$ cat config.mk
export PLATFORM = sky130hd
export DESIGN_NAME = serial_volume_command_parser
export DESIGN_NICKNAME = d
export VERILOG_FILES = /design/src/hw/rtl/svcp_pkg.sv /design/src/hw/rtl/serial_volume_command_parser.sv /design/src/hw/rtl/svcp_in_reg.sv /design/src/hw/rtl/svcp_step.sv /design/src/hw/rtl/svcp_out_reg.sv
export SDC_FILE = /design/constraint.sdc
export NUM_CORES = 1
export LEC_CHECK = 0
export BUFFER_PORTS_ARGS = -buffer_cell sky130_fd_sc_hd__clkbuf_2
export CAP_MARGIN = 20
export CELL_PAD_IN_SITES_DETAIL_PLACEMENT = 1
export CELL_PAD_IN_SITES_GLOBAL_PLACEMENT = 2
export CORE_ASPECT_RATIO = 0.6
export CORE_MARGIN = 1.5
export CORE_UTILIZATION = 35
export DETAILED_ROUTE_END_ITERATION = 10
export GPL_TIMING_DRIVEN = 0
export PLACE_DENSITY = 0.81
export SYNTH_ARGS = -nofsm -noshare
export SYNTH_HDL_FRONTEND = slang
export SYNTH_SLANG_ARGS = --single-unit
$ cat constraint.sdc
create_clock -name clk_i -period 2.6 [get_ports clk_i]
set_input_delay 0.26 -clock clk_i [delete_from_list [all_inputs] [get_ports clk_i]]
set_output_delay 0.26 -clock clk_i [all_outputs]
set_load 0.01 [all_outputs]
$ cat src/hw/rtl/svcp_pkg.sv
`timescale 1ns / 1ps

package svcp_pkg;

  localparam int unsigned LineBufferBytesDefault = 32;

  localparam int unsigned CharW = 8;
  localparam int unsigned VolW  = 7;

  localparam logic [CharW-1:0] CharCr    = 8'h0D;
  localparam logic [CharW-1:0] CharLf    = 8'h0A;
  localparam logic [CharW-1:0] CharNul   = 8'h00;
  localparam logic [CharW-1:0] CharSpace = 8'h20;
  localparam logic [CharW-1:0] CharZero  = 8'h30;
  localparam logic [CharW-1:0] CharNine  = 8'h39;
  localparam logic [CharW-1:0] CharP     = 8'h50;
  localparam logic [CharW-1:0] CharI     = 8'h49;
  localparam logic [CharW-1:0] CharN     = 8'h4E;
  localparam logic [CharW-1:0] CharG     = 8'h47;
  localparam logic [CharW-1:0] CharV     = 8'h56;
  localparam logic [CharW-1:0] CharO     = 8'h4F;
  localparam logic [CharW-1:0] CharL     = 8'h4C;

  localparam logic [VolW-1:0] VolMax = 7'd100;

  typedef enum logic [1:0] {
    KIND_NONE = 2'd0,
    KIND_PING = 2'd1,
    KIND_VOL  = 2'd2
  } svcp_kind_e;

  // Matcher position, one-hot
  typedef enum logic [10:0] {
    PH_START   = 11'b000_0000_0001,
    PH_P       = 11'b000_0000_0010,
    PH_PI      = 11'b000_0000_0100,
    PH_PIN     = 11'b000_0000_1000,
    PH_PING    = 11'b000_0001_0000,
    PH_V       = 11'b000_0010_0000,
    PH_VO      = 11'b000_0100_0000,
    PH_VOL     = 11'b000_1000_0000,
    PH_DIGITS  = 11'b001_0000_0000,
    PH_FAIL    = 11'b010_0000_0000,
    PH_VOLDONE = 11'b100_0000_0000
  } svcp_phase_e;

  typedef struct packed {
    logic             valid;
    logic [CharW-1:0] char_byte;
  } svcp_item_t;

  typedef struct packed {
    svcp_kind_e      command_kind;
    logic [VolW-1:0] volume_percent;
  } svcp_result_t;

endpackage

$ cat src/hw/rtl/serial_volume_command_parser.sv
`timescale 1ns / 1ps
// Path: an accepted request is loaded into the input register; its result
//   enters the result register once that register can take it, and is offered
//   from there on the result side.
// Throughput: one request per cycle while the result side does not stall, one
//   result per request; the line matcher state advances with each parsed byte.
// Reset (rst_ni low, asynchronous): both register stages empty, line state at
//   line start with length, volume and text-end flag cleared.
module serial_volume_command_parser #(
  parameter int unsigned LINE_BUFFER_BYTES = svcp_pkg::LineBufferBytesDefault
) (
  input  logic       clk_i,
  input  logic       rst_ni,
  // Request side
  input  logic       s_axis_tvalid,
  output logic       s_axis_tready,
  input  logic [7:0] s_axis_tdata,   // [7:0] char_byte
  // Result side
  output logic       m_axis_tvalid,
  input  logic       m_axis_tready,
  output logic [7:0] m_axis_tdata,   // [6:0] volume_percent, [7] zero
  output logic [1:0] m_axis_tuser    // [1:0] command_kind
);
  import svcp_pkg::*;

  svcp_item_t   item;
  svcp_result_t step_res;
  svcp_result_t out_res;
  logic         out_ready;
  logic         adv;

  // A held byte is parsed when the result register can take its result;
  // the line state moves in the same cycle.
  assign adv = item.valid && out_ready;

  svcp_in_reg u_in_reg (
    .clk_i     (clk_i),
    .rst_ni    (rst_ni),
    .s_valid_i (s_axis_tvalid),
    .s_ready_o (s_axis_tready),
    .s_data_i  (s_axis_tdata),
    .adv_i     (adv),
    .item_o    (item)
  );

  // Character matcher: PING / VOL<spaces><digits>, saturating at 100
  svcp_step #(
    .LINE_BUFFER_BYTES (LINE_BUFFER_BYTES)
  ) u_step (
    .clk_i    (clk_i),
    .rst_ni   (rst_ni),
    .adv_i    (adv),
    .char_i   (item.char_byte),
    .result_o (step_res)
  );

  // Result register; frees itself in the cycle the result is taken
  svcp_out_reg u_out_reg (
    .clk_i     (clk_i),
    .rst_ni    (rst_ni),
    .adv_i     (adv),
    .result_i  (step_res),
    .ready_o   (out_ready),
    .m_valid_o (m_axis_tvalid),
    .m_ready_i (m_axis_tready),
    .result_o  (out_res)
  );

  assign m_axis_tdata = {1'b0, out_res.volume_percent};
  assign m_axis_tuser = out_res.command_kind;

endmodule

$ cat src/hw/rtl/svcp_in_reg.sv
`timescale 1ns / 1ps

module svcp_in_reg (
  input  logic                           clk_i,
  input  logic                           rst_ni,
  input  logic                           s_valid_i,
  output logic                           s_ready_o,
  input  logic [svcp_pkg::CharW-1:0]     s_data_i,
  input  logic                           adv_i,
  output svcp_pkg::svcp_item_t           item_o
);
  import svcp_pkg::*;

  logic             valid_q, valid_d;
  logic [CharW-1:0] char_q;

  // Free slot, or the held byte leaves this cycle
  assign s_ready_o = !valid_q || adv_i;
  assign valid_d   = s_ready_o ? s_valid_i : valid_q;

  always_ff @(posedge clk_i or negedge rst_ni) begin
    if (!rst_ni) begin
      valid_q <= 1'b0;
    end else begin
      valid_q <= valid_d;
    end
  end

  always_ff @(posedge clk_i) begin
    if (s_valid_i && s_ready_o) begin
      char_q <= s_data_i;
    end
  end

  assign item_o.valid     = valid_q;
  assign item_o.char_byte = char_q;

endmodule

$ cat src/hw/rtl/svcp_step.sv
`timescale 1ns / 1ps

module svcp_step #(
  parameter int unsigned LINE_BUFFER_BYTES = svcp_pkg::LineBufferBytesDefault
) (
  input  logic                       clk_i,
  input  logic                       rst_ni,
  input  logic                       adv_i,
  input  logic [svcp_pkg::CharW-1:0] char_i,
  output svcp_pkg::svcp_result_t     result_o
);
  import svcp_pkg::*;

  localparam int unsigned LenW = $clog2(LINE_BUFFER_BYTES);
  localparam logic [LenW-1:0] LenLast = LenW'(LINE_BUFFER_BYTES - 1);

  logic [LenW-1:0] len_q, len_d;
  svcp_phase_e     phase_q, phase_d, phase_nx;
  logic [VolW-1:0] acc_q, acc_d, acc_nx;
  logic            ended_q, ended_d;

  logic            is_term, is_digit;
  logic [3:0]      digit;
  logic [10:0]     acc_x10;
  logic [VolW-1:0] acc_sat;

  assign is_term  = (char_i == CharCr) || (char_i == CharLf);
  assign is_digit = (char_i >= CharZero) && (char_i <= CharNine);
  assign digit    = char_i[3:0];
  assign acc_x10  = ({4'd0, acc_q} << 3) + ({4'd0, acc_q} << 1) + {7'd0, digit};
  assign acc_sat  = (acc_x10 > {4'd0, VolMax}) ? VolMax : acc_x10[VolW-1:0];

  // Matcher transition for a non-terminator, non-NUL character
  always_comb begin
    phase_nx = PH_FAIL;
    acc_nx   = acc_q;
    unique case (phase_q)
      PH_START: begin
        if (char_i == CharP) begin
          phase_nx = PH_P;
        end else if (char_i == CharV) begin
          phase_nx = PH_V;
        end
      end
      PH_P:   phase_nx = (char_i == CharI) ? PH_PI  : PH_FAIL;
      PH_PI:  phase_nx = (char_i == CharN) ? PH_PIN : PH_FAIL;
      PH_PIN: phase_nx = (char_i == CharG) ? PH_PING : PH_FAIL;
      PH_V:   phase_nx = (char_i == CharO) ? PH_VO  : PH_FAIL;
      PH_VO:  phase_nx = (char_i == CharL) ? PH_VOL : PH_FAIL;
      PH_VOL: begin
        if (char_i == CharSpace) begin
          phase_nx = PH_VOL;
        end else if (is_digit) begin
          phase_nx = PH_DIGITS;
          acc_nx   = {3'd0, digit};
        end
      end
      PH_DIGITS: begin
        if (is_digit) begin
          phase_nx = PH_DIGITS;
          acc_nx   = acc_sat;
        end else begin
          phase_nx = PH_VOLDONE;
        end
      end
      PH_VOLDONE: phase_nx = PH_VOLDONE;
      default:    phase_nx = PH_FAIL;
    endcase
  end

  always_comb begin
    result_o.command_kind   = KIND_NONE;
    result_o.volume_percent = '0;
    len_d   = len_q;
    phase_d = phase_q;
    acc_d   = acc_q;
    ended_d = ended_q;
    if (is_term) begin
      if (len_q != '0) begin
        if (phase_q == PH_PING) begin
          result_o.command_kind = KIND_PING;
        end else if (phase_q == PH_DIGITS || phase_q == PH_VOLDONE) begin
          result_o.command_kind   = KIND_VOL;
          result_o.volume_percent = acc_q;
        end
      end
      len_d   = '0;
      phase_d = PH_START;
      acc_d   = '0;
      ended_d = 1'b0;
    end else if (len_q != LenLast) begin
      len_d = len_q + 1'b1;
      if (!ended_q) begin
        if (char_i == CharNul) begin
          ended_d = 1'b1;
        end else begin
          phase_d = phase_nx;
          acc_d   = acc_nx;
        end
      end
    end else begin
      // overlong line: drop it and start over
      len_d   = '0;
      phase_d = PH_START;
      acc_d   = '0;
      ended_d = 1'b0;
    end
  end

  always_ff @(posedge clk_i or negedge rst_ni) begin
    if (!rst_ni) begin
      len_q   <= '0;
      phase_q <= PH_START;
      acc_q   <= '0;
      ended_q <= 1'b0;
    end else if (adv_i) begin
      len_q   <= len_d;
      phase_q <= phase_d;
      acc_q   <= acc_d;
      ended_q <= ended_d;
    end
  end

  a_vol_range: assert property (@(posedge clk_i) disable iff (!rst_ni)
    acc_q <= VolMax)
    else $error("volume accumulator above saturation limit");

  a_len_range: assert property (@(posedge clk_i) disable iff (!rst_ni)
    len_q <= LenLast)
    else $error("line length beyond buffer");

  a_clear_after_cmd: assert property (@(posedge clk_i) disable iff (!rst_ni)
    (adv_i && result_o.command_kind != KIND_NONE)
      |=> (phase_q == PH_START && len_q == '0 && !ended_q))
    else $error("line state not cleared after command");

  a_ended_nonempty: assert property (@(posedge clk_i) disable iff (!rst_ni)
    ended_q |-> (len_q != '0))
    else $error("text end flag set on empty line");

endmodule

$ cat src/hw/rtl/svcp_out_reg.sv
`timescale 1ns / 1ps

module svcp_out_reg (
  input  logic                   clk_i,
  input  logic                   rst_ni,
  input  logic                   adv_i,
  input  svcp_pkg::svcp_result_t result_i,
  output logic                   ready_o,
  output logic                   m_valid_o,
  input  logic                   m_ready_i,
  output svcp_pkg::svcp_result_t result_o
);
  import svcp_pkg::*;

  logic         valid_q, valid_d;
  svcp_result_t result_q;

  assign ready_o = !valid_q || m_ready_i;
  assign valid_d = adv_i ? 1'b1 : (m_ready_i ? 1'b0 : valid_q);

  always_ff @(posedge clk_i or negedge rst_ni) begin
    if (!rst_ni) begin
      valid_q <= 1'b0;
    end else begin
      valid_q <= valid_d;
    end
  end

  always_ff @(posedge clk_i) begin
    if (adv_i) begin
      result_q <= result_i;
    end
  end

  assign m_valid_o = valid_q;
  assign result_o  = result_q;

endmodule
==> Yosys cells after proc, flatten, opt, wreduce, memory -nomap -nowiden <==
Cells that the tools add are included.
{ "word_totals": {"ff_bits": 43, "in_bits": 12, "out_inout_bits": 12, "wordCells": 97} }
{ "op_classes": {"addsub": 3, "magnitude_cmp": 3, "eq_ne": 27, "mux": 34, "bitwise_logic": 3, "n_reduce_logical": 17} }
{ "op_table": {"columns": ["cell", "count"], "rows": [
  ["case mux 11 bit (9 select lines)", 1],
  ["two-way mux 11 bit", 7],
  ["two-way mux 10 bit", 7],
  ["== test 8 x 7 -> 1 bit (second input constant)", 7],
  ["two-way mux 7 bit", 8],
  ["== test 8 x 4 -> 1 bit (second input constant)", 2],
  ["case mux 7 bit (2 select lines)", 1],
  ["!= test 4 x 2 -> 1 bit (second input constant)", 3],
  ["adder 10 x 8 -> 11 bit", 1],
  ["adder 11 x 4 -> 11 bit", 1],
  ["== test 11 x 1 -> 1 bit (second input constant)", 1],
  ["== test 11 bit (second input constant)", 1],
  ["== test 11 x 2 -> 1 bit (second input constant)", 1],
  ["== test 11 x 3 -> 1 bit (second input constant)", 1],
  ["== test 11 x 4 -> 1 bit (second input constant)", 1],
  ["== test 11 x 5 -> 1 bit (second input constant)", 1],
  ["== test 11 x 6 -> 1 bit (second input constant)", 1],
  ["== test 11 x 7 -> 1 bit (second input constant)", 1],
  ["== test 11 x 8 -> 1 bit (second input constant)", 1],
  ["== test 11 x 9 -> 1 bit (second input constant)", 1],
  ["> comparator 11 x 7 -> 1 bit (second input constant)", 1],
  ["two-way mux 5 bit", 2],
  ["two-way mux 9 bit", 1],
  ["== test 8 x 6 -> 1 bit (second input constant)", 1],
  ["20 further kinds", 34]
]} }

==> Longest topological paths before layout <==
{ "depth": {"depth_word": 10, "ltp_mapped": 10, "depth_no_buf": 10} }

==> Hierarchy <==
A second synthesis with hierarchy kept.
{ "unflattened": {"cells_unflattened": 303, "area_unflattened_um2": 2890.3} }
{ "modules_own_cells": {"columns": ["mod", "instances", "cells_each", "area_per_inst_um2", "seq_area_each_um2"], "rows": [
  ["svcp_step", 1, 275, 2253.4, 601.8],
  ["svcp_out_reg", 1, 12, 317.8, 295.3],
  ["svcp_in_reg", 1, 13, 301.5, 265.3],
  ["serial_volume_command_parser", 1, 3, 17.5, 0.0]
]} }

==> Worst setup path before layout <==
Ideal clock, no wire load.
{ "synth_path": {"path_kind": "register to register", "startpoint": "register u_in_reg.char_q[3]", "endpoint": "register u_step.acc_q[2]", "setup_ns": 0.122, "arrival_ns": 2.752, "required_ns": 2.478, "setup_slack_ns": -0.274, "stages_incl_launch_ff": 11, "n_path_buf": 0, "synth_period_minus_slack_ns": 2.874, "path_cell_list": "edfxtp_1 > inv_1 > fa_1 > inv_1 > fa_1 > a211oi_1 > o21bai_1 > nor4b_1 > mux2_2 > nand4_1 > a32o_1"} }
{ "synth_via": {"elab_chain_cells": 9, "elab_cells_between_ends": 24, "cone_classes": "1 x add/sub; 3 x order compare; 9 x eq/ne; 7 x mux; 4 x reduce/logical"} }
{ "synth_lines": {"columns": ["element", "line", "source"], "rows": [
  ["start: declaration", "svcp_in_reg.sv:15", "logic [CharW-1:0] char_q;"],
  ["start signal: assignment", "svcp_in_reg.sv:31", "char_q <= s_data_i;"],
  ["adder 11 x 4 -> 11 bit", "svcp_step.sv:30", "assign acc_x10 = ({4'd0, acc_q} << 3) + ({4'd0, acc_q} << 1) + {7'd0, digit};"],
  ["> comparator 11 x 7 -> 1 bit", "svcp_step.sv:31", "assign acc_sat = (acc_x10 > {4'd0, VolMax}) ? VolMax : acc_x10[VolW-1:0];"],
  ["two-way mux 7 bit", "svcp_step.sv:31", null],
  ["two-way mux 7 bit", "svcp_step.sv:59", "if (is_digit) begin"],
  ["case mux 7 bit (2 select lines)", "svcp_step.sv:37", "unique case (phase_q)"],
  ["two-way mux 7 bit", "svcp_step.sv:94", "if (char_i == CharNul) begin"],
  ["two-way mux 7 bit", "svcp_step.sv:93", "if (!ended_q) begin"],
  ["two-way mux 7 bit", "svcp_step.sv:91", "end else if (len_q != LenLast) begin"],
  ["two-way mux 7 bit", "svcp_step.sv:78", "if (is_term) begin"],
  ["end: declaration", "svcp_step.sv:19", "logic [VolW-1:0] acc_q, acc_d, acc_nx;"]
]} }
Parallel ways exist; a longest one is shown, timed or not. The select of a mux whose other input is x is not followed.
A chain may end at the register's enable or synchronous reset.

==> Worst setup path after layout <==
{ "layout_path": {"startpoint": "register u_step.acc_q[2]", "endpoint": "register u_step.acc_q[2]"} }
{ "layout_via": {"elab_chain_cells": 10} }
{ "layout_lines": {"columns": ["element", "line"], "rows": [
  ["adder 10 x 8 -> 11 bit", "svcp_step.sv:30"],
  ["adder 11 x 4 -> 11 bit", "svcp_step.sv:30"],
  ["> comparator 11 x 7 -> 1 bit", "svcp_step.sv:31"],
  ["two-way mux 7 bit", "svcp_step.sv:31"],
  ["two-way mux 7 bit", "svcp_step.sv:59"],
  ["case mux 7 bit (2 select lines)", "svcp_step.sv:37"],
  ["two-way mux 7 bit", "svcp_step.sv:94"],
  ["two-way mux 7 bit", "svcp_step.sv:93"],
  ["two-way mux 7 bit", "svcp_step.sv:91"],
  ["two-way mux 7 bit", "svcp_step.sv:78"]
]} }
Every way passes these cells. The select of a mux whose other input is x is not followed.

==> flow_summary.json <==
{
  "peakVddDrop_mv": 0.310,
  "top_layer_used": "met4",
  "r2r_end": "u_step.acc_q[2]$_DFFE_PN0P_",
  "violations": "setup timing",
  "worstSetupPathType": "flip-flop to flip-flop",
  "die_y_um": 71.9,
  "critPathLaunchType": "flip-flop",
  "drtAntennaViolNets": 0,
  "fin_crit_ns": 2.78,
  "endpoint": "u_step.acc_q[2]$_DFFE_PN0P_",
  "wl_met3_um": 379,
  "grt_first_pass_wirelength_mm": 14.2,
  "synthCells": 277,
  "synth_edf_count": 17,
  "setup_viol": 7,
  "clockRootBuffer": "clkbuf_16",
  "path_clk_slew_ns": 0.06,
  "regArea_mm2": 0.00116,
  "hp-class": "input port to asynchronous set/reset pin",
  "dp_hpwl_mm": 6.08,
  "end_kind": "flip-flop",
  "m1WireLength_mm": 4.45,
  "grt_pass1_vias": 2602,
  "worst_pin_slew_ns": 1.04,
  "critPathLaunch": "u_step.acc_q[2]$_DFFE_PN0P_",
  "clk_latency_ns": 0.29,
  "final_layout_size_suffix_gt1_share_pct": 29.6,
  "rr_startpoint": "u_step.acc_q[2]$_DFFE_PN0P_",
  "yosysWarnings": 0,
  "p_leak_nw": 1.49,
  "cts_sinks": 43,
  "finalCritPeriodShare_pct": 107,
  "holdWs_ns": 0.0211,
  "num_antenna_cells": 0,
  "die_w_um": 118,
  "core_mm2": 0.00745,
  "wl_met2_mm": 3.65,
  "htreeDepth": 2,
  "num_vias": 2484,
  "r2r_setup_slack_ns": -0.18,
  "grtUsageTotal_pct": 21.8,
  "syn_area_per_cell_um2": 9.99,
  "final_nets": 357,
  "place.gp.congestion": 0.788,
  "hold_buffers": 0,
  "ys_types": 65,
  "syn_to_final_growth_pct": 27.5,
  "dr.pass1.iters": 4,
  "syn-cell-area_mm2": 0.00277,
  "cts-buffers-inserted": 5,
  "required_ns": 2.78,
  "ys_seq_area_share_pct": 42.0,
  "num_rows": 24,
  "status": "complete, but fails checks",
  "cap_violations": 0,
  "via_per_inst": 5.75,
  "slew_headroom_pct": 29.7,
  "utilization_pct": 47.3,
  "cts_tree": "done",
  "finalPower_w": 0.00192,
  "drt_iter0_markers": 162,
  "num_io_pins": 24,
  "setup_ws_ns": -0.180,
  "grt_antenna_before_repair": 0,
  "power_density_mw_per_mm2": 546,
  "slew_violations": 0,
  "grt_remaining_overflow": 0,
  "synth_seq_cells": 43,
  "synth-main-ff-cell": "dfrtp_1",
  "grt_start_max_net_pins": 27,
  "r2r_cells": 10,
  "rsz0062_at_grt": "true",
  "multi_input_area_mm2": 0.00169,
  "syn_nets": 307,
  "ctsLongestPathBuffers": 2,
  "io_buffers": 22,
  "fin_skew_ns": 0.00569,
  "fill_cells": 835,
  "postRouteWirelength_mm": 8.53,
  "worst_ep_arrival_time_ns": 2.96,
  "start_util_pct": 37.1,
  "max_freq_mhz": 360,
  "wl_per_cell_um": 19.7,
  "synthArstFlopShare_pct": 60.5,
  "die-area_mm2": 0.00846,
  "crit_fanout": 3,
  "drcViolationCount": 0,
  "hold_viol_final": 0
}
what timing repair did:
item                       4_1_cts  5_1_grt
setup endpoints to repair        7       15
gates resized for setup         18       14
pin swaps                       11        0
cloned                           0        0
setup buffers                   22        0
sequential cells by signal, summed over array words and instances (netlist names):
register,cells
u_in_reg.char_q,8
u_in_reg.valid_q,1
u_out_reg.m_valid_o,1
u_out_reg.result_o,9
u_step.acc_q,7
u_step.ended_q,1
u_step.len_q,5
u_step.phase_q,11
final cells by class:
type | count | share of cell area (%)
Clock buffer | 6 | 3.66
Tap cell | 104 | 3.69
Multi-Input combinational cell | 213 | 47.8
Timing Repair Buffer | 43 | 7.59
Clock inverter | 2 | 1.70
Sequential cell | 43 | 33.0
Buffer | 9 | 1.24
Inverter | 12 | 1.28
worst min-delay path by stage:
| stage | end | cells past startpoint | start | slack, ns |
|---|---|---|---|---|
| global placement | u_step.phase_q[2]$_DFFE_PN0P_ | 1 | rst_ni | 0.35 |
| detailed placement | u_step.phase_q[1]$_DFFE_PN0P_ | 1 | rst_ni | 0.36 |
| global route | u_out_reg.m_valid_o$_DFFE_PN0P_ | 1 | rst_ni | 0.06 |
| finish | u_step.phase_q[1]$_DFFE_PN0P_ | 1 | rst_ni | 0.02 |
| floorplan | u_in_reg.valid_q$_DFFE_PN0N_ | 0 | rst_ni | -0.04 |
| CTS | u_step.phase_q[7]$_DFFE_PN0P_ | 1 | rst_ni | 0.05 |
where the power goes:
| group | total (W) | internal, W | switching [W] | leakage (nW) |
|---|---|---|---|---|
| sequential | 0.000826 | 0.000768 | 0.0000581 | 0.509 |
| combinational | 0.000276 | 0.0000983 | 0.000178 | 0.894 |
| clock | 0.000823 | 0.000551 | 0.000271 | 0.0911 |
| total | 0.00192 | 0.00142 | 0.000507 | 1.49 |
through the flow:
step	cell area (µm²)	setup TNS (ns)	setup WS, ns	std cells
detailed placement	3030	-2.44	-0.413	403
finish	3530	-0.890	-0.180	432
global route	3530	-1.34	-0.240	432
floorplan	2790	-0.0180	-0.00939	277
global placement	3030	-2.09	-0.345	403
CTS	3460	-0.315	-0.0790	433
logic make-up after synthesis:
family / share of synthesized area [%]
AOI/OAI and AO/OA: 19.0
xor gates and xnor gates: 1.58
adders and majority gates: 8.68
buffers and inverters: 3.17
DFF: 42.0
muxes: 0.769
other: 0.136
and+or+nand+nor: 24.7
metal layers:
metal	track usage, %	vias to the layer above
met1	32.5	1261
met5	0	-
met3	4.78	6
met4	5.69	0
li1	-	1156
met2	32.0	61
critical path, stage by stage (launching register included):
cell	delay, ns
dfrtp_1	0.41
inv_2	0.07
fa_1	0.56
inv_2	0.06
fa_2	0.37
buf_4	0.15
xor2_1	0.16
o311ai_2	0.36
buf_4	0.18
nand4_1	0.08
a32o_1	0.26
cells in the mapped netlist, types with 7 or more instances:
cell type  number  share of area (%)
a21oi_1         7                1.3
a32o_1          9                3.3
and2_1          8                1.8
dfrtp_1        25                 23
edfxtp_1       17                 18
ha_1           16                7.2
inv_1          12                1.6
nand2_1        28                3.8
nand3_1         7                1.3
nand4_1         7                1.6
nor2_1         17                2.3
nor4_1          7                1.6
o21ai_0        14                2.5
cells in the final DEF, fill, tap and decap left out, types with 8 or more instances in the layout:
| master | Yosys | final |
|---|---|---|
| a32o_1 | 9 | 9 |
| and2_1 | 8 | 8 |
| buf_4 | 1 | 22 |
| clkbuf_2 | 0 | 23 |
| dfrtp_1 | 25 | 24 |
| edfxtp_1 | 17 | 17 |
| ha_1 | 16 | 15 |
| inv_1 | 12 | 9 |
| nand2_1 | 28 | 28 |
| nor2_1 | 17 | 17 |
| o21ai_0 | 14 | 12 |
No activity file was read; power rests on OpenSTA's default activity.
